<file path="config.mk">
export PLATFORM = sky130hd
export DESIGN_NAME = sgp_pack
export DESIGN_NICKNAME = d
export VERILOG_FILES = /design/src/rtl/sgp_pkg.sv /design/src/rtl/sgp_pack.sv
export SDC_FILE = /design/constraint.sdc
export NUM_CORES = 1
export LEC_CHECK = 0
export ABC_CLOCK_PERIOD_IN_PS = 2100
export BUFFER_PORTS_ARGS = -buffer_cell sky130_fd_sc_hd__clkbuf_2
export CAP_MARGIN = 20
export CORE_ASPECT_RATIO = 1.75
export CORE_MARGIN = 4
export CORE_UTILIZATION = 55
export DETAILED_ROUTE_END_ITERATION = 10
export HOLD_SLACK_MARGIN = 0.03
export PLACE_DENSITY_LB_ADDON = 0.15
export SYNTH_ARGS = -nofsm -noshare
export SYNTH_HDL_FRONTEND = slang
export SYNTH_SLANG_ARGS = --single-unit
</file>
<file path="constraint.sdc">
create_clock -name clk_i -period 2.1 [get_ports clk_i]
set_input_delay 0.315 -clock clk_i [delete_from_list [all_inputs] [get_ports clk_i]]
set_output_delay 0.315 -clock clk_i [all_outputs]
set_load 0.005 [all_outputs]
</file>
<file path="src/rtl/sgp_pkg.sv">
// sgp_pkg: shared types and constants for the stereo gain/pack pipeline.
// No dependencies.
package sgp_pkg;

  // Output format codes
  typedef enum logic [3:0] {
    FMT_S16     = 4'd0,
    FMT_S24IN32 = 4'd1,
    FMT_S24_3   = 4'd2,
    FMT_S32     = 4'd3,
    FMT_U32LE   = 4'd4,
    FMT_U32BE   = 4'd5,
    FMT_U16LE   = 4'd6,
    FMT_U16BE   = 4'd7,
    FMT_U8      = 4'd8
  } fmt_e;

  // Config register indexes
  typedef enum logic [1:0] {
    CFG_GAIN_LEFT  = 2'd0,
    CFG_GAIN_RIGHT = 2'd1,
    CFG_MONO_MODE  = 2'd2,
    CFG_OUT_FORMAT = 2'd3
  } cfg_idx_e;

  localparam int unsigned GainW = 31;
  localparam int unsigned SampW = 32;
  localparam int unsigned ProdW = 64;

  localparam logic [GainW-1:0] UnityGain = 31'd65536;
  localparam logic signed [ProdW-1:0] SatLimit = 64'sh0000_7fff_ffff_ffff;

  // Per-stage control: valid bit travels with the frame's last flag
  typedef struct packed {
    logic valid;
    logic last;
  } ctl_t;

endpackage

</file>
<file path="src/rtl/sgp_pack.sv">
// sgp_pack: stage 4, byte packing by format into the output register.
// Depends on sgp_pkg.
module sgp_pack import sgp_pkg::*; (
  input  logic             clk_i,
  input  logic             rst_ni,
  input  logic             en_i,
  input  ctl_t             ctl_i,
  input  logic [SampW-1:0] lw_i,
  input  logic [SampW-1:0] rw_i,
  input  logic [3:0]       fmt_i,
  output ctl_t             ctl_o,
  output logic [63:0]      bytes_o,
  output logic [3:0]       count_o
);

  logic [SampW-1:0] ls, rs, lb, rb;
  logic [63:0]      bytes_d, bytes_q;
  logic [3:0]       count_d, count_q;
  ctl_t             ctl_q;

  assign ls = {{8{lw_i[31]}}, lw_i[31:8]};
  assign rs = {{8{rw_i[31]}}, rw_i[31:8]};
  assign lb = {lw_i[7:0], lw_i[15:8], lw_i[23:16], lw_i[31:24]};
  assign rb = {rw_i[7:0], rw_i[15:8], rw_i[23:16], rw_i[31:24]};

  always_comb begin
    bytes_d = '0;
    count_d = '0;
    case (fmt_e'(fmt_i))
      FMT_S16, FMT_U16LE: begin
        bytes_d = {32'd0, rw_i[31:16], lw_i[31:16]};
        count_d = 4'd4;
      end
      FMT_S24IN32: begin
        bytes_d = {rs, ls};
        count_d = 4'd8;
      end
      FMT_S24_3: begin
        bytes_d = {16'd0, rw_i[31:8], lw_i[31:8]};
        count_d = 4'd6;
      end
      FMT_S32, FMT_U32LE: begin
        bytes_d = {rw_i, lw_i};
        count_d = 4'd8;
      end
      FMT_U32BE: begin
        bytes_d = {rb, lb};
        count_d = 4'd8;
      end
      FMT_U16BE: begin
        bytes_d = {32'd0, rw_i[23:16], rw_i[31:24], lw_i[23:16], lw_i[31:24]};
        count_d = 4'd4;
      end
      FMT_U8: begin
        bytes_d = {48'd0, rw_i[31:24], lw_i[31:24]};
        count_d = 4'd2;
      end
      default: ;
    endcase
  end

  always_ff @(posedge clk_i or negedge rst_ni) begin
    if (!rst_ni) begin
      ctl_q <= '0;
    end else if (en_i) begin
      ctl_q <= ctl_i;
    end
  end

  always_ff @(posedge clk_i) begin
    if (en_i) begin
      bytes_q <= bytes_d;
      count_q <= count_d;
    end
  end

  assign ctl_o   = ctl_q;
  assign bytes_o = bytes_q;
  assign count_o = count_q;

endmodule

</file>
==> metrics.md <==
| Metric | Value |
|---|---|
| Switching power | 0.00112 W |
| Drc violations | 0 |
| CP Launch Point | fmt_i[0] |
| YS warnings | 0 |
| Primary FF master, synth | edfxtp_1 |
| Synthesized netlist cell count | 462 |
| Yosys cell types | 58 |
| Final hold violation count | 0 |
| Hold Crit Class | in -> reg |
| Initial antenna violation count | 0 |
| Clock power share | 38.7% |
| Vias/cell | 6.69 |
| Die X | 80.5 um |
| Vias in the first global route | 4601 |
| Ports | 143 |
| Synth-to-layout area growth | 22.5% |
| Final Setup Violations | 0 |
| Post-CTS sizing | 0 |
| Most frequent cell after synthesis | edfxtp_1 |
| Die H | 135 um |
| DRT Wirelength | 16000 um |
| Pwr dens | 680 nW/um^2 |
| Top cell type's share of synthesized area | 39.7% |
| Ant diodes | 0 |
| First-pass GRT wire length | 24300 um |
| DP HPWL | 11500 um |
| Placed instance count | 698 |
| CTS sink cnt | 69 |
| Drt wl/cell | 22.4 um |
| Full die area | 10900 sq um |
| Via count | 4783 |
| Worst Tran Pin Value | 0.821 ns |
| Syn avg cell area | 11.0 sq um |
| Reg2Reg Setup Slack | 1.36 ns |
| MaxCap Viol Count | 0 |
| Max_slew headroom | 45.0% |
| Initial DRC Count | 394 |
| RD Place Congestion | 0.870 |
| Post-synth EDFFs | 67 |
| P_int | 0.00309 W |
| Arrival @ worst endpoint | 1.89 ns |
| Hold buffers post-CTS | 1 |
| Root Buffer | clkbuf_16 |
| Worst-path maximum fanout | 17 |
| Core area | 9040 sq um |
| 1st-pass router iterations | 6 |
| Largest cells by area after synthesis | edfxtp_1 (40%), a221o_1 (6.3%), mux2i_1 (5.7%) |
| VDD IR-drop max | 0.000534 V |
| CP Launch Type | input port |
| CP endpoint kind | flop |
| Setup bufs post-CTS | 0 |
| Outcome | completed |
| Std cell rows | 46 |
| Initial Util | 56.0% |
| CP endpoint | bytes_o[58] |
| GRT Total Usage | 29.6% |
| RSZ-0062 raised after global routing | false |
| Crit Path Category | in -> reg |
| Reg-to-reg critical path startpoint | ctl_o[1] |
| Layout cells sized above 1 | 35.3% |
| Pins Over Slew Limit | 0 |
| PortBufs | 141 |
| Worst Path Required | 2.31 ns |
| Fin Clk Skew | 0 ns |
| ANT nets after route | 0 |
| Post-Syn Area | 5060 sq um |
| H-tree depth | 3 |
| Clock Tree Buf Depth | 2 |
| Synthesis-stage register bit count | 69 |
| Fraction of the yosys area taken by sequential cells | 40.7% |
| Pin count of the biggest net entering global routing | 55 |
| Leakage | 2.58 nW |
| Worst-Skew Late Latency | 0.34 ns |
| Logic pwr share | 20.9% |
| Worst-path clk slew | 0.06 ns |
| Reg2Reg Depth | 1 |
| Mapped Nets | 535 |
| Reg-to-Reg End | ctl_o[1] |
| GR Overflow Total | 0 |
| Synth area leader | edfxtp_1 |
| Reg power frac | 40.4% |
| Final Non-Filler Cells | 715 |
| Nets | 663 |
| Worst Hold Path Cells | 2 |
| TritonCTS clock tree | built |
| Fmax | 596 MHz |
| Fill count | 740 |
| Setup TNS | 0 ns |
| Fin crit share | 79.9% |
| Fin crit period | 1.68 ns |
| CTS Buf Count | 9 |
| Fraction of registers with async set/reset | 2.90% |
| Most instantiated cells after synthesis | edfxtp_1 (67), nand3b_1 (33), a221o_1 (32), mux2i_1 (29), and3_1 (25) |
| Final Power | 0.00422 W |
| Sw frac | 26.7% |
## registers in the layout, summed over array words and instances, names as in the netlist
name / count
ctl_o: 2
bytes_o: 64
count_o: 3
## worst min path at each step
stage               startpoint       end
floorplan               rst_ni  ctl_o[0]
global placement        rst_ni  ctl_o[0]
detailed placement      rst_ni  ctl_o[1]
CTS                   ctl_i[1]  ctl_o[1]
global route          ctl_i[1]  ctl_o[1]
finish                ctl_i[1]  ctl_o[1]
## cell families after synthesis
group	count (synthesis)	share of synthesized area (%)
buffers and inverters	58	7.22
and+or+nand+nor	153	20.4
DFF	69	40.7
muxes	47	9.74
other	1	0.0741
AOI/OAI and AO/OA	131	21.2
xor gates and xnor gates	3	0.667
## layer usage
layer | global-route usage (%) | part of all wire (%) | vias up
li1 | - | - | 2145
met1 | 34.3 | 35 | 2276
met2 | 50.2 | 52 | 303
met3 | 3.74 | 8.1 | 59
met4 | 19.4 | 4.8 | 0
met5 | 0 | 0 | -
## per-stage QoR
stage	utilization, %	area, sq um	hold slack [ns]	worst slack (ns)
3_5_place_dp	65.0	5880	0.104	0.101
6_report	68.6	6200	0.201	0.421
2_1_floorplan	-	5060	0.0194	0.593
3_3_place_gp	65.0	5880	0.0991	0.183
4_1_cts	68.6	6200	0.197	0.427
5_1_grt	68.6	6200	0.208	0.328
## critical path: stages
cell and delay, ns:
clkbuf_2 0.34, nor2b_1 0.58, and3_1 0.48, a221o_1 0.17
## power by group through the flow
| stage | registers, W | logic (W) | clock network [W] |
|---|---|---|---|
| final | 0.00170 | 0.000881 | 0.00163 |
| after CTS | 0.00170 | 0.000874 | 0.00165 |
| after floorplan | 0.00174 | 0.000439 | 0 |
| after global routing | 0.00171 | 0.000945 | 0.00172 |
| after detailed placement | 0.00173 | 0.000866 | 0 |
| after global placement | 0.00172 | 0.000850 | 0 |
## cells in the final DEF, fill, tap and decap left out, types with 3 or more instances in the layout
cell type / n
a2111o_1: 8
a211oi_1: 4
a21oi_1: 21
a221o_1: 32
a22oi_1: 19
a2bb2oi_1: 5
a32oi_1: 3
and2_1: 6
and3_1: 25
buf_12: 6
buf_4: 23
clkbuf_16: 9
clkbuf_2: 140
edfxtp_1: 67
inv_1: 4
mux2_2: 18
mux2i_1: 29
nand2_1: 17
nand2b_1: 9
nand3_1: 13
nand3b_1: 33
nand4_1: 3
nand4b_1: 3
nor2_1: 4
nor2b_1: 8
nor3b_1: 4
nor4b_1: 4
nor4bb_1: 5
o2111ai_1: 4
o211ai_1: 6
o21ai_0: 3
o221ai_1: 12
o311a_1: 3
or3_1: 5
## final cells by class
cell class,count,area (sq um),area share [%]
Timing Repair Buffer,171,1010,16.3
Sequential cell,69,2060,33.2
Clock buffer,10,229,3.69
Multi-Input combinational cell,335,2650,42.7
Clock inverter,6,87.6,1.41
Inverter,4,15.0,0.242
Tap cell,120,150,2.42
(Power assumes the default switching activity.)
