<file path="config.mk">
export PLATFORM = sky130hd
export DESIGN_NAME = sgp_sat
export DESIGN_NICKNAME = d
export VERILOG_FILES = /design/src/rtl/sgp_pkg.sv /design/src/rtl/sgp_sat.sv
export SDC_FILE = /design/constraint.sdc
export NUM_CORES = 1
export LEC_CHECK = 0
export BUFFER_PORTS_ARGS = -buffer_cell sky130_fd_sc_hd__buf_4
export CAP_MARGIN = 20
export CORE_MARGIN = 1
export CORE_UTILIZATION = 40
export CTS_CLUSTER_DIAMETER = 100
export DETAILED_ROUTE_END_ITERATION = 16
export PLACE_DENSITY = 0.77
export SKIP_CTS_REPAIR_TIMING = 1
export SLEW_MARGIN = 5
export SYNTH_ARGS = -nofsm -noshare
export SYNTH_HDL_FRONTEND = slang
export SYNTH_SLANG_ARGS = --single-unit
</file>
<file path="constraint.sdc">
create_clock -name clk_i -period 1 [get_ports clk_i]
set_input_delay 0.2 -clock clk_i [delete_from_list [all_inputs] [get_ports clk_i]]
set_output_delay 0.2 -clock clk_i [all_outputs]
set_load 0.01 [all_outputs]
</file>
<file path="src/rtl/sgp_pkg.sv">
// sgp_pkg: shared types and constants for the stereo gain/pack pipeline.
// No dependencies.
package sgp_pkg;

  // Output format codes
  typedef enum logic [3:0] {
    FMT_S16     = 4'd0,
    FMT_S24IN32 = 4'd1,
    FMT_S24_3   = 4'd2,
    FMT_S32     = 4'd3,
    FMT_U32LE   = 4'd4,
    FMT_U32BE   = 4'd5,
    FMT_U16LE   = 4'd6,
    FMT_U16BE   = 4'd7,
    FMT_U8      = 4'd8
  } fmt_e;

  // Config register indexes
  typedef enum logic [1:0] {
    CFG_GAIN_LEFT  = 2'd0,
    CFG_GAIN_RIGHT = 2'd1,
    CFG_MONO_MODE  = 2'd2,
    CFG_OUT_FORMAT = 2'd3
  } cfg_idx_e;

  localparam int unsigned GainW = 31;
  localparam int unsigned SampW = 32;
  localparam int unsigned ProdW = 64;

  localparam logic [GainW-1:0] UnityGain = 31'd65536;
  localparam logic signed [ProdW-1:0] SatLimit = 64'sh0000_7fff_ffff_ffff;

  // Per-stage control: valid bit travels with the frame's last flag
  typedef struct packed {
    logic valid;
    logic last;
  } ctl_t;

endpackage

</file>
<file path="src/rtl/sgp_sat.sv">
// sgp_sat: stage 3, saturate products, floor shift by 16, pick raw for DSD.
// Depends on sgp_pkg.
module sgp_sat import sgp_pkg::*; (
  input  logic                    clk_i,
  input  logic                    rst_ni,
  input  logic                    en_i,
  input  ctl_t                    ctl_i,
  input  logic signed [ProdW-1:0] pl_i,
  input  logic signed [ProdW-1:0] pr_i,
  input  logic signed [SampW-1:0] l_i,
  input  logic signed [SampW-1:0] r_i,
  input  logic [3:0]              fmt_i,
  output ctl_t                    ctl_o,
  output logic [SampW-1:0]        lw_o,
  output logic [SampW-1:0]        rw_o
);

  logic signed [ProdW-1:0] sl, sr;
  logic                    pcm;
  logic [SampW-1:0]        lw_d, rw_d, lw_q, rw_q;
  ctl_t                    ctl_q;

  always_comb begin
    sl = pl_i;
    if (pl_i > SatLimit)  sl = SatLimit;
    if (pl_i < -SatLimit) sl = -SatLimit;
    sr = pr_i;
    if (pr_i > SatLimit)  sr = SatLimit;
    if (pr_i < -SatLimit) sr = -SatLimit;
  end

  // saturated value fits 48 bits, so bits 47:16 are the floor shift
  assign pcm  = (fmt_i <= FMT_S32);
  assign lw_d = pcm ? sl[47:16] : l_i;
  assign rw_d = pcm ? sr[47:16] : r_i;

  always_ff @(posedge clk_i or negedge rst_ni) begin
    if (!rst_ni) begin
      ctl_q <= '0;
    end else if (en_i) begin
      ctl_q <= ctl_i;
    end
  end

  always_ff @(posedge clk_i) begin
    if (en_i) begin
      lw_q <= lw_d;
      rw_q <= rw_d;
    end
  end

  assign ctl_o = ctl_q;
  assign lw_o  = lw_q;
  assign rw_o  = rw_q;

endmodule

</file>
==> impl_metrics.env <==
export IMPL_cts_htree_levels=3
export IMPL_drv_slew=0
export IMPL_placedCellCount=728
export IMPL_drt_iter0_markers=113
export IMPL_switching_power_mw=2.105
export IMPL_placed_area_mm2=0.006611
export IMPL_cp_slowest_stage_delay_ps=360
export IMPL_p_seq_share_pct=44.4
export IMPL_crit_family="simple AND/OR/NAND/NOR gates"
export IMPL_ir_drop_mv=0.5765
export IMPL_busiest_layer="met2"
export IMPL_hold_depth=2
export IMPL_ios=267
export IMPL_rsz0062_at_grt="true"
export IMPL_place_hpwl_um=9434
export IMPL_slowest_stage="nor4_4"
export IMPL_synth_ff_type="edfxtp_1"
export IMPL_tritoncts="yes"
export IMPL_max_freq_mhz=772.9
export IMPL_grt_overflow=0
export IMPL_maxCapViolCount=0
export IMPL_met3_usage_pct=3.864
export IMPL_holdPathEnd="ctl_o[0]$_DFFE_PN0P_"
export IMPL_syn_inst=307
export IMPL_die_w_um=102.6
export IMPL_rows=36
export IMPL_core_area_mm2=0.009774
export IMPL_worst_pin_slew_ps=329.4
export IMPL_reg2reg_slack_ps=230
export IMPL_synth_cell_types=20
export IMPL_status="finished with violations"
export IMPL_start_util_pct=41.41
export IMPL_diodes=0
export IMPL_cts_buffer_depth=2
export IMPL_synth_area_mm2=0.004048
export IMPL_hold_viol_final=0
export IMPL_seq_area_frac_synth_pct=48.72
export IMPL_vias=3789
export IMPL_timing_rr_end="ctl_o[1]$_DFFE_PN0P_"
export IMPL_synth_fp_nets=508
export IMPL_final_setup_tns_ps=-19170
export IMPL_grtUsageTotal_pct=22.81
export IMPL_die_area_mm2=0.01053
export IMPL_p_leak_nw=2.849
export IMPL_syn_avg_cell_area_um2=13.18
export IMPL_cp_max_fo=18
export IMPL_antenna_found_initial=0
export IMPL_grt_pass1_vias=3765
export IMPL_ys_warn_count=0
export IMPL_final_nets=809
export IMPL_pwr_share_comb_pct=31.7
export IMPL_min_path_type="in -> reg"
export IMPL_ant_nets=0
export IMPL_violations="setup timing"
export IMPL_fin_crit_sh_pct=129.4
export IMPL_worstSetupEndpointType="flop"
export IMPL_synth_top_area_share_pct=47.48
export IMPL_clock_latency_ps=340
export IMPL_wire_per_inst_um=17.14
export IMPL_wirelength_um=12790
export IMPL_grt_max_degree=45
export IMPL_synth_ff_latch_count=66
export IMPL_worstRegToRegCells=1
export IMPL_holdCritStartpoint="ctl_i[0]"
export IMPL_cp_required_ps=1080
export IMPL_criticalPathCategory="in -> reg"
export IMPL_fin_hold_ws_ps=94.43
export IMPL_swShare_pct=26.80
export IMPL_setup_viol=128
export IMPL_via_per_inst=5.079
export IMPL_grt_pass1_wl_um=18200
export IMPL_p_per_area_mw_per_mm2=1107
export IMPL_rr_startpoint="ctl_o[1]$_DFFE_PN0P_"
export IMPL_clk_pin_slew_ps=70
export IMPL_fin_area_mm2=0.007093
export IMPL_crit_chain="buf_6, nor4_4, a41oi_4, buf_12, nor3b_2, a21oi_2"
export IMPL_synthArstFlopShare_pct=3.030
export IMPL_synthTopCellsByArea="edfxtp_1, nor3b_2, a21oi_2, o21ai_0, buf_6"
export IMPL_intPower_mw=5.750
export IMPL_cts_buffers=9
export IMPL_fin_crit_ps=1294
export IMPL_use_met1_pct=25.94
export IMPL_cts_root_buf="clkbuf_8"
export IMPL_route_detailed_drc=0
export IMPL_use_met2_pct=41.85
export IMPL_p_clk_share_pct=23.9
export IMPL_stdcell_count=746
export IMPL_fin_ws_ps=-293.9
export IMPL_finClkSkew_ps=0
export IMPL_drt_pass1_iterations=4
export IMPL_portBuffers=232
export IMPL_die_height_um=102.6
export IMPL_gp_congestion=0.8783
export IMPL_relSlewSlack_pct=77.81
export IMPL_yosysTopAreaCell="edfxtp_1"
export IMPL_cts_sinks=66
export IMPL_drive_gt1_share_pct=76.02
export IMPL_crit_buf_inv=2
export IMPL_worst_setup_path_start_kind="input port"
export IMPL_fillers=672
export IMPL_synth_edf_count=64
export IMPL_crit_arrival_ps=1380
export IMPL_synthToLayoutAreaGrowth_pct=75.24
==> synthesized netlist by cell type, types with 2 or more instances <==
master / instances
mux2_2: 4
o41ai_2: 2
buf_6: 12
dfrtp_1: 2
o21ai_1: 2
nor2_1: 2
nand2_2: 2
o21ai_0: 60
a21oi_1: 2
nand2b_1: 2
nor4_2: 8
nand4_1: 8
edfxtp_1: 64
a41oi_2: 2
nor3b_1: 2
clkbuf_1: 12
buf_2: 2
a21oi_2: 60
nor3b_2: 58
==> flip-flops by register name, summed over array words and instances (netlist names) <==
signal / count
lw_o: 32
rw_o: 32
ctl_o: 2
==> cells by family (layout without fill, tap and decap cells) <==
group	Yosys count	after routing	synth area share, %
compound gates	128	128	22.50
flops	66	66	48.72
mux	4	4	1.113
simple gates	83	83	22.97
buf+inv	26	332	4.699
==> worst max-delay path by stage <==
stage / from / endpoint / slack, ps / cells past startpoint
after floorplan: pl_i[54] / lw_o[10]$_DFFE_PP_ / -320 / 5
after global placement: pl_i[54] / lw_o[2]$_DFFE_PP_ / -610 / 6
after detailed placement: pl_i[54] / lw_o[7]$_DFFE_PP_ / -670 / 6
after CTS: pl_i[54] / lw_o[7]$_DFFE_PP_ / -310 / 6
after global routing: pr_i[52] / rw_o[23]$_DFFE_PP_ / -320 / 6
final: pr_i[52] / rw_o[23]$_DFFE_PP_ / -290 / 6
==> power groups by stage <==
stage	Combinational [mW]	Clock (mW)	Sequential (mW)
global placement	2.25	0	3.49
floorplan	0.700	0	3.64
detailed placement	2.30	0	3.50
global route	2.65	2.04	3.51
CTS	2.31	1.93	3.44
finish	2.49	1.87	3.49
==> cell type report <==
type                    count  area [um2]  share of cell area (%)
well taps                 133       166.4                   2.346
clock buffers              12       135.1                   1.905
clock inverters             4       18.77                  0.2646
flip-flops and latches     66        1972                   27.80
repair buffers            316        2751                   38.79
multi-input cells         215        2049                   28.89
==> cells in the final DEF (no fill, tap or decap) <==
master / count
clkbuf_8: 9
nand4_1: 8
o41ai_2: 2
buf_4: 239
dfrtp_1: 2
nand2b_1: 2
buf_12: 10
clkbuf_1: 3
a41oi_4: 2
dlygate4sd3_1: 1
o21ai_1: 2
o21ai_0: 60
mux2_2: 2
nor3b_4: 8
nor2_1: 2
edfxtp_1: 64
a21oi_1: 1
nor4_4: 8
a21oi_2: 61
buf_8: 1
nor3b_1: 1
clkinv_2: 3
nand2_2: 2
buf_6: 65
clkinv_1: 1
nor2_4: 1
mux2_4: 2
nor3b_2: 51
==> metal layers <==
metal / vias to the layer above / share of wire (%)
met4: 0 / 2.3
met3: 31 / 5.2
li1: 1802 / -
met1: 1805 / 37
met2: 151 / 55
met5: - / 0
==> stage by stage <==
step | power (mW) | util (%) | setup slack [ps]
after floorplan | 4.340 | - | -321.0
after global placement | 5.741 | 67.64 | -611.2
after detailed placement | 5.803 | 67.64 | -671.9
after CTS | 7.685 | 69.21 | -305.2
after global routing | 8.202 | 72.57 | -324.9
final | 7.855 | 72.57 | -293.9
(Power assumes the default switching activity.)
