File: config.mk
export PLATFORM = sky130hd
export DESIGN_NAME = sgp_mono
export DESIGN_NICKNAME = d
export VERILOG_FILES = /design/src/rtl/sgp_pkg.sv /design/src/rtl/sgp_mono.sv
export SDC_FILE = /design/constraint.sdc
export NUM_CORES = 1
export LEC_CHECK = 0
export ABC_AREA = 1
export ABC_CLOCK_PERIOD_IN_PS = 930
export BUFFER_PORTS_ARGS = -buffer_cell sky130_fd_sc_hd__buf_2
export CAP_MARGIN = 0
export CORE_AREA = 2 2 136 138
export CTS_CLUSTER_DIAMETER = 60
export DETAILED_ROUTE_END_ITERATION = 10
export DIE_AREA = 0 0 138 140
export SYNTH_ARGS = -nofsm -noshare
export SYNTH_HDL_FRONTEND = slang
export SYNTH_SLANG_ARGS = --single-unit
File: constraint.sdc
create_clock -name clk_i -period 0.93 [get_ports clk_i]
set_input_delay 0.1395 -clock clk_i [delete_from_list [all_inputs] [get_ports clk_i]]
set_output_delay 0.1395 -clock clk_i [all_outputs]
set_load 0.005 [all_outputs]
File: src/rtl/sgp_pkg.sv
// sgp_pkg: shared types and constants for the stereo gain/pack pipeline.
// No dependencies.
package sgp_pkg;

  // Output format codes
  typedef enum logic [3:0] {
    FMT_S16     = 4'd0,
    FMT_S24IN32 = 4'd1,
    FMT_S24_3   = 4'd2,
    FMT_S32     = 4'd3,
    FMT_U32LE   = 4'd4,
    FMT_U32BE   = 4'd5,
    FMT_U16LE   = 4'd6,
    FMT_U16BE   = 4'd7,
    FMT_U8      = 4'd8
  } fmt_e;

  // Config register indexes
  typedef enum logic [1:0] {
    CFG_GAIN_LEFT  = 2'd0,
    CFG_GAIN_RIGHT = 2'd1,
    CFG_MONO_MODE  = 2'd2,
    CFG_OUT_FORMAT = 2'd3
  } cfg_idx_e;

  localparam int unsigned GainW = 31;
  localparam int unsigned SampW = 32;
  localparam int unsigned ProdW = 64;

  localparam logic [GainW-1:0] UnityGain = 31'd65536;
  localparam logic signed [ProdW-1:0] SatLimit = 64'sh0000_7fff_ffff_ffff;

  // Per-stage control: valid bit travels with the frame's last flag
  typedef struct packed {
    logic valid;
    logic last;
  } ctl_t;

endpackage

File: src/rtl/sgp_mono.sv
// sgp_mono: stage 1, mono mode (copy or average of the two channels).
// Depends on sgp_pkg.
module sgp_mono import sgp_pkg::*; (
  input  logic                    clk_i,
  input  logic                    rst_ni,
  input  logic                    en_i,
  input  ctl_t                    ctl_i,
  input  logic signed [SampW-1:0] l_i,
  input  logic signed [SampW-1:0] r_i,
  input  logic [1:0]              mono_i,
  output ctl_t                    ctl_o,
  output logic signed [SampW-1:0] l_o,
  output logic signed [SampW-1:0] r_o
);

  logic signed [SampW:0]   sum;
  logic signed [SampW:0]   sum_adj;
  logic signed [SampW-1:0] avg;
  logic signed [SampW-1:0] l_d, r_d, l_q, r_q;
  ctl_t                    ctl_q;

  // average truncated toward zero: bias negative sums by one before the shift
  assign sum     = {l_i[SampW-1], l_i} + {r_i[SampW-1], r_i};
  assign sum_adj = sum + {{SampW{1'b0}}, sum[SampW]};
  assign avg     = sum_adj[SampW:1];

  always_comb begin
    l_d = l_i;
    r_d = r_i;
    case (mono_i)
      2'd3: begin
        l_d = avg;
        r_d = avg;
      end
      2'd2: l_d = r_i;
      2'd1: r_d = l_i;
      default: ;
    endcase
  end

  always_ff @(posedge clk_i or negedge rst_ni) begin
    if (!rst_ni) begin
      ctl_q <= '0;
    end else if (en_i) begin
      ctl_q <= ctl_i;
    end
  end

  always_ff @(posedge clk_i) begin
    if (en_i) begin
      l_q <= l_d;
      r_q <= r_d;
    end
  end

  assign ctl_o = ctl_q;
  assign l_o   = l_q;
  assign r_o   = r_q;

endmodule

==> results.md, run 1 <==
- Max Clock Freq: 0.334 GHz
- Sw Pwr: 5180 uW
- Syn_area_per_cell: 6.31 sq um
- Setup CP Type: in2reg
- Wire per inst: 15.9 microns
- Post-Syn Area: 0.00699 sq mm
- Cts bufs inserted: 9
- Async SR Flop Fraction: 0.0303
- Die H: 140 microns
- Nets@finish: 1631
- Setup TNS: -117.41 ns
- Hold Crit Endpoint: ctl_o[0]
- Slew Limit Headroom: 0.106
- Critical Path Start Type: primary input
- Pins Over Slew Limit: 0
- R2r setup slk: 0.18 ns
- Clock sink count: 66
- Final setup margin: -2.06 ns
- Pint: 9240 uW
- Vias in the first global route: 8477
- TritonRoute pass-1 iters: 6
- Setup Viol. Count Final: 130
- I/O pins: 137
- Crit path time final: 2.99 ns
- Core area: 0.0178 sq mm
- Initial Utilization: 0.393
- Pin count of the biggest net entering global routing: 33
- CP endpoint kind: flop
- Violated checks: setup timing
- Yosys warning count: 0
- Latest clock arrival within the worst-skew pair: 0.34 ns
- Syn Inst Count: 1108
- Tightest Pin Transition: 1.34 ns
- Maxcap violations: 0
- Hold_sp: ctl_i[0]
- Clock share of power: 0.278
- Antenna violations before repair: 0
- Total grt overflow: 0
- VDD IR max: 0.000833 V
- Fin util: 0.640
- First-pass GRT wire length: 43100 microns
- Sw frac: 0.359
- Cell variety after synth: 42
- R2r endpoint: ctl_o[1]
- Ys flop type: edfxtp_1
- PwrDens: 1270 mW/mm^2
- Post-synthesis sequential area ratio: 0.282
- Final wirelength: 28000 microns
- GRT Overall Usage: 0.280
- HP Class: in2reg
- Period Utilization, post-route: 3.22
- Placed Area: 0.00985 sq mm
- Worst-path clk slew: 0.06 ns
- Worst path arrival time: 3.17 ns
- Ratio of cells with drive above 1 in the final layout: 0.412
- CTS H-Tree Depth: 3
- Hold slack: 0.0315 ns
- Worst r2r src: ctl_o[1]
- # diodes: 0
- Status: complete, but fails checks
- Worst EP required: 1.11 ns
- DRC violations left: 0
- TritonCTS clock tree: done
- Leak: 0.00605 uW
- Die W: 138 microns
- Syn nets: 1213
- Dpl ws: -2.55 ns
- Reg2Reg Depth: 1
- CP Max Fanout: 3
- Final Hold Fails: 0
- Die area: 0.0193 sq mm
- Most common cell after layout, fill and taps aside: nand2_1
- Most frequent cells in the layout: 408 x nand2_1, 257 x buf_4, 177 x inv_1, 134 x buf_2, 90 x nand3_1
- Post-synth EDFFs: 64
- Clk_skew: 0 ns
- Dpl hpwl: 21800 microns
- Routed vias: 8939
- Clock tree buffer depth: 2
- Post-DR vias/cell: 5.08
- Fin area: 0.0114 sq mm
- Unrepaired setup endpoints after global routing: yes
- WHS Path Cells: 2
- DRT iter0 DRCs: 886
- Flop pwr share: 0.259
- FF+latch count, synth: 66
- Area delta synth->final: 62.7%
- Detail Route Antenna Nets: 0
- Std-Cell Rows: 49
- Root buf cell: clkbuf_16
- Comb power frac: 0.463
- PortBufs: 136
- Placer Congestion: 0.939
## synth_stat cells, types with 2 or more instances
library cell	count	area, sq um
a21o_1	3	22.5
a21oi_1	17	85.1
a22o_1	8	70.1
a22oi_1	18	135
a31oi_1	3	18.8
clkbuf_1	10	37.5
clkinv_1	4	15.0
dfrtp_1	2	50.1
edfxtp_1	64	1920
ha_1	33	413
inv_1	183	687
inv_2	15	56.3
mux2_2	2	22.5
nand2_1	438	1640
nand2_2	20	125
nand2_4	8	90.1
nand3_1	112	561
nand3_2	9	90.1
nand3_4	2	35.0
nand3b_1	2	15.0
nand4_1	16	100
nor2_1	77	289
nor2_2	10	62.6
nor2_4	9	101
nor2_8	3	60.1
nor3_1	6	30.0
o211ai_1	7	52.6
o21ai_0	8	40.0
o21ai_1	3	15.0
o221ai_1	4	35.0
## area by class of cell
cell class,instances,area (sq um)
Fill cell,1517,6400
Clock inverter,6,115
Inverter,202,766
Multi-Input combinational cell,827,5050
Tap cell,229,287
Timing Repair Buffer,420,2960
Sequential cell,66,1970
Clock buffer,10,229
## layer usage
layer | share of wire | up-vias | track usage
met5 | 0 | - | 0
met4 | 0.018 | 0 | 0.0698
met3 | 0.072 | 43 | 0.0311
met2 | 0.44 | 383 | 0.451
met1 | 0.47 | 4147 | 0.402
li1 | - | 4366 | -
## state kept, by name, summed over array words and instances, names as in the netlist
signal and count:
ctl_o 2, l_o 32, r_o 32
## logic make-up (layout without fill, tap and decap cells)
group           after synthesis  in the layout  share of synthesized area
compound gates               72             72                     0.0691
xor+xnor                      1              1                    0.00125
fa+ha+maj                    34             34                     0.0619
buf+inv                     215            638                      0.118
flops                        66             66                      0.282
mux                           2              2                    0.00322
simple gates                718            718                      0.465
## power by group through the flow
stage,registers [uW],clock network [uW],logic [uW]
2_1_floorplan,3860,0,2750
3_3_place_gp,3790,0,5580
3_5_place_dp,3810,0,5620
4_1_cts,3750,4020,6250
5_1_grt,3770,4110,7200
6_report,3740,4000,6680
## how the worst max path moves through the flow
stage	to	start	depth (start not counted)
after global placement	r_o[23]	l_i[24]	25
after global routing	r_o[23]	l_i[0]	29
final	r_o[11]	r_i[0]	28
after detailed placement	l_o[23]	l_i[0]	29
after floorplan	l_o[23]	l_i[0]	28
after CTS	r_o[23]	r_i[0]	29
## through the flow
| step | power [uW] | instances |
|---|---|---|
| after global routing | 15100 | 1760 |
| after floorplan | 6610 | 1108 |
| after global placement | 9370 | 1700 |
| final | 14400 | 1760 |
| after detailed placement | 9430 | 1700 |
| after CTS | 14000 | 1751 |
## timing repair
item,4_1_cts,5_1_grt
hold endpoints to repair,2,0
resized for setup,117,45
setup buffers,43,9
setup endpoints to repair,130,130
pin swaps,46,20
hold buffers,1,0
## critical path: stages
cell and delay, ns:
buf_8 0.08, ha_4 0.13, inv_2 0.03, fa_2 0.36, inv_2 0.10, nand2_4 0.06
nand2_4 0.07, nand3_4 0.08, nand2_4 0.09, nand2_4 0.06, nand2_4 0.06, nand2_4 0.06
nand3_4 0.08, nand2_4 0.07, nor2_4 0.11, ha_4 0.13, inv_2 0.05, nor2_4 0.11
nand3_2 0.10, nor2_4 0.15, inv_4 0.06, nor2_8 0.09, buf_4 0.13, nand4_1 0.11
buf_4 0.17, o21ai_2 0.12, o211ai_1 0.15, nand3_1 0.19
(Power assumes the default switching activity.)
==> inputs of run 2 (changes only) <==
ABC_CLOCK_PERIOD_IN_PS = 3700   (was 930)
TNS_END_PERCENT = 10   (was unset)
clock period = 3.7 ns   (was 0.93 ns; I/O delays follow)
==> run 2 against run 1 <==
  * The flow now finishes without violations
  * Largest power group unchanged
  * Cell count fell by 7.8%
  * First-iteration DRC count fell by 24%
  * Highest routed layer unchanged
  * Utilization fell by 11 points
  * Via count fell by 9.5%
==> results.md, run 2 (synthesis results as in run 1) <==
- Max Clock Freq: 0.282 GHz
- Routed vias: 8092 (-9.5%)
- Die H: 140 microns (unchanged)
- GRT Overall Usage: 0.249 (-0.0304)
- Std-Cell Rows: 49 (unchanged)
- Crit path time final: 3.54 ns
- Nets@finish: 1494 (-8.4%)
- CP Max Fanout: 5 (+2)
- CP endpoint kind: flop
- Total grt overflow: 0 (unchanged)
- Period Utilization, post-route: 0.957
- PwrDens: 318 mW/mm^2 (-75%)
- CP startpoint: l_i[0]
- Slowest CP cell: fa_2
- Clock sink count: 66 (unchanged)
- Pins Over Slew Limit: 0 (unchanged)
- DRT iter0 DRCs: 675 (-24%)
- Die area: 0.0193 sq mm (unchanged)
- Post-DR vias/cell: 4.99 (-1.8%)
- Power after layout: 3000 uW (-79%)
- Maxcap violations: 0 (unchanged)
- Most frequent cells in the layout: 434 x nand2_1, 181 x inv_1, 146 x buf_4, 136 x buf_2, 108 x nand3_1
- PortBufs: 136 (unchanged)
- Hold slack: 0.458 ns (+0.426 ns)
- Final setup margin: 0.158 ns (+2.22 ns)
- I/O pins: 137 (unchanged)
- WHS Path Cells: 2 (unchanged)
- Hold Crit Endpoint: ctl_o[1]
- TritonRoute pass-1 iters: 5 (-1)
- Vias in the first global route: 7311 (-14%)
- Crit-path most repeated cell: nand3_2
- Clock tree buffer depth: 2 (unchanged)
- CTS H-Tree Depth: 3 (unchanged)
- Die W: 138 microns (unchanged)
- # fillers: 1814 (+20%)
- Final Hold Fails: 0 (unchanged)
- Placer Congestion: 0.999 (+6.4%)
- Pin count of the biggest net entering global routing: 45 (+36%)
- Worst EP required: 3.78 ns (+2.67 ns)
- Worst path arrival time: 3.62 ns (+0.45 ns)
- Area delta synth->final: 34.8%
- R2r setup slk: 2.96 ns (+2.78 ns)
- Reg2Reg Depth: 1 (unchanged)
- VDD IR max: 0.000206 V (-75%)
- TritonCTS clock tree: done
- Max incr delay on CP: 0.36 ns (about the same)
- Detail Route Antenna Nets: 0 (unchanged)
- Latest clock arrival within the worst-skew pair: 0.33 ns (about the same)
- Hold_sp: ctl_i[1]
- Core area: 0.0178 sq mm (unchanged)
- Root buf cell: clkbuf_16
- DRC violations left: 0 (unchanged)
- Slew Limit Headroom: 0.333 (+0.227)
- Critical Path Start Type: primary input
- Initial Utilization: 0.393 (unchanged)
- Wire per inst: 15.2 microns (-4.5%)
- R2r endpoint: ctl_o[0]
- Final wirelength: 24600 microns (-12%)
- Placed Cells: 1604 (-5.6%)
- Status: complete, no violations
- HP Class: in2reg
- Dpl ws: -0.286 ns (+2.26 ns)
- # diodes: 0 (unchanged)
- Most common cell after layout, fill and taps aside: nand2_1
- Setup CP Type: in2reg
- Worst-path clk slew: 0.05 ns (about the same)
- Antenna violations before repair: 0 (unchanged)
- Post-Layout Cell Count: 1623 (-7.8%)
- Worst r2r src: ctl_o[0]
- Ratio of cells with drive above 1 in the final layout: 0.291 (-0.121)
- Leak: 0.00517 uW (-15%)
- First-pass GRT wire length: 38300 microns (-11%)
- Clk_skew: 0 ns (unchanged)
- Setup Viol. Count Final: 0 (-100%)
- Cts bufs inserted: 9 (unchanged)
- Tightest Pin Transition: 1.00 ns (-0.340 ns)
- Dpl hpwl: 21000 microns (-3.8%)
-- run 2: final cells by class --
type / instances / area (sq um) / area share
inverters: 202 / 758 / 0.0804
flip-flops and latches: 66 / 1970 / 0.209
repair buffers: 283 / 1790 / 0.189
well taps: 229 / 287 / 0.0304
clock inverters: 5 / 31.3 / 0.00332
multi-input cells: 827 / 4350 / 0.462
clock buffers: 11 / 243 / 0.0257
-- run 2: how the worst max path moves through the flow --
stage / to / slack [ns] / cells past startpoint
2_1_floorplan: l_o[27] / 0.05 / 28
3_3_place_gp: l_o[27] / -0.21 / 29
3_5_place_dp: r_o[31] / -0.29 / 29
4_1_cts: r_o[31] / 0.04 / 29
5_1_grt: l_o[31] / -0.03 / 29
6_report: r_o[31] / 0.16 / 29
-- run 2: worst max-delay path, delay by kind of cell --
family	cells	cell delay (ns)
and+or+nand+nor	21	2.00
buffers and inverters	5	0.38
adders and majority gates	3	0.68
-- run 2: per-layer routing --
layer / vias to the layer above / wire length (microns) / track usage
met2: 342 / 10000 / 0.357
met4: 0 / 441 / 0.0666
li1: 4086 / - / -
met1: 3636 / 12000 / 0.390
met3: 28 / 2110 / 0.0325
met5: - / 0 / 0
-- run 2: report_power, final --
part,switching (uW),internal [uW],leakage (uW),total [uW]
combinational,776,493,0.00438,1270
clock,318,469,0.000135,787
sequential,19.0,922,0.000647,941
-- run 2: through the flow --
step	TNS, ns	util	instance area (sq um)
2_1_floorplan	0	-	6990
5_1_grt	-0.0568	0.530	9430
4_1_cts	0	0.521	9270
3_5_place_dp	-3.84	0.505	8980
6_report	0	0.530	9430
3_3_place_gp	-2.59	0.505	8980
-- run 2: repair_timing --
item / in CTS / in global routing
gates resized for setup: 0 / 28
buffers inserted: 0 / 2
endpoints found under the setup margin: 0 / 18
hold endpoints to repair: 2 / 0
hold buffers: 1 / 0
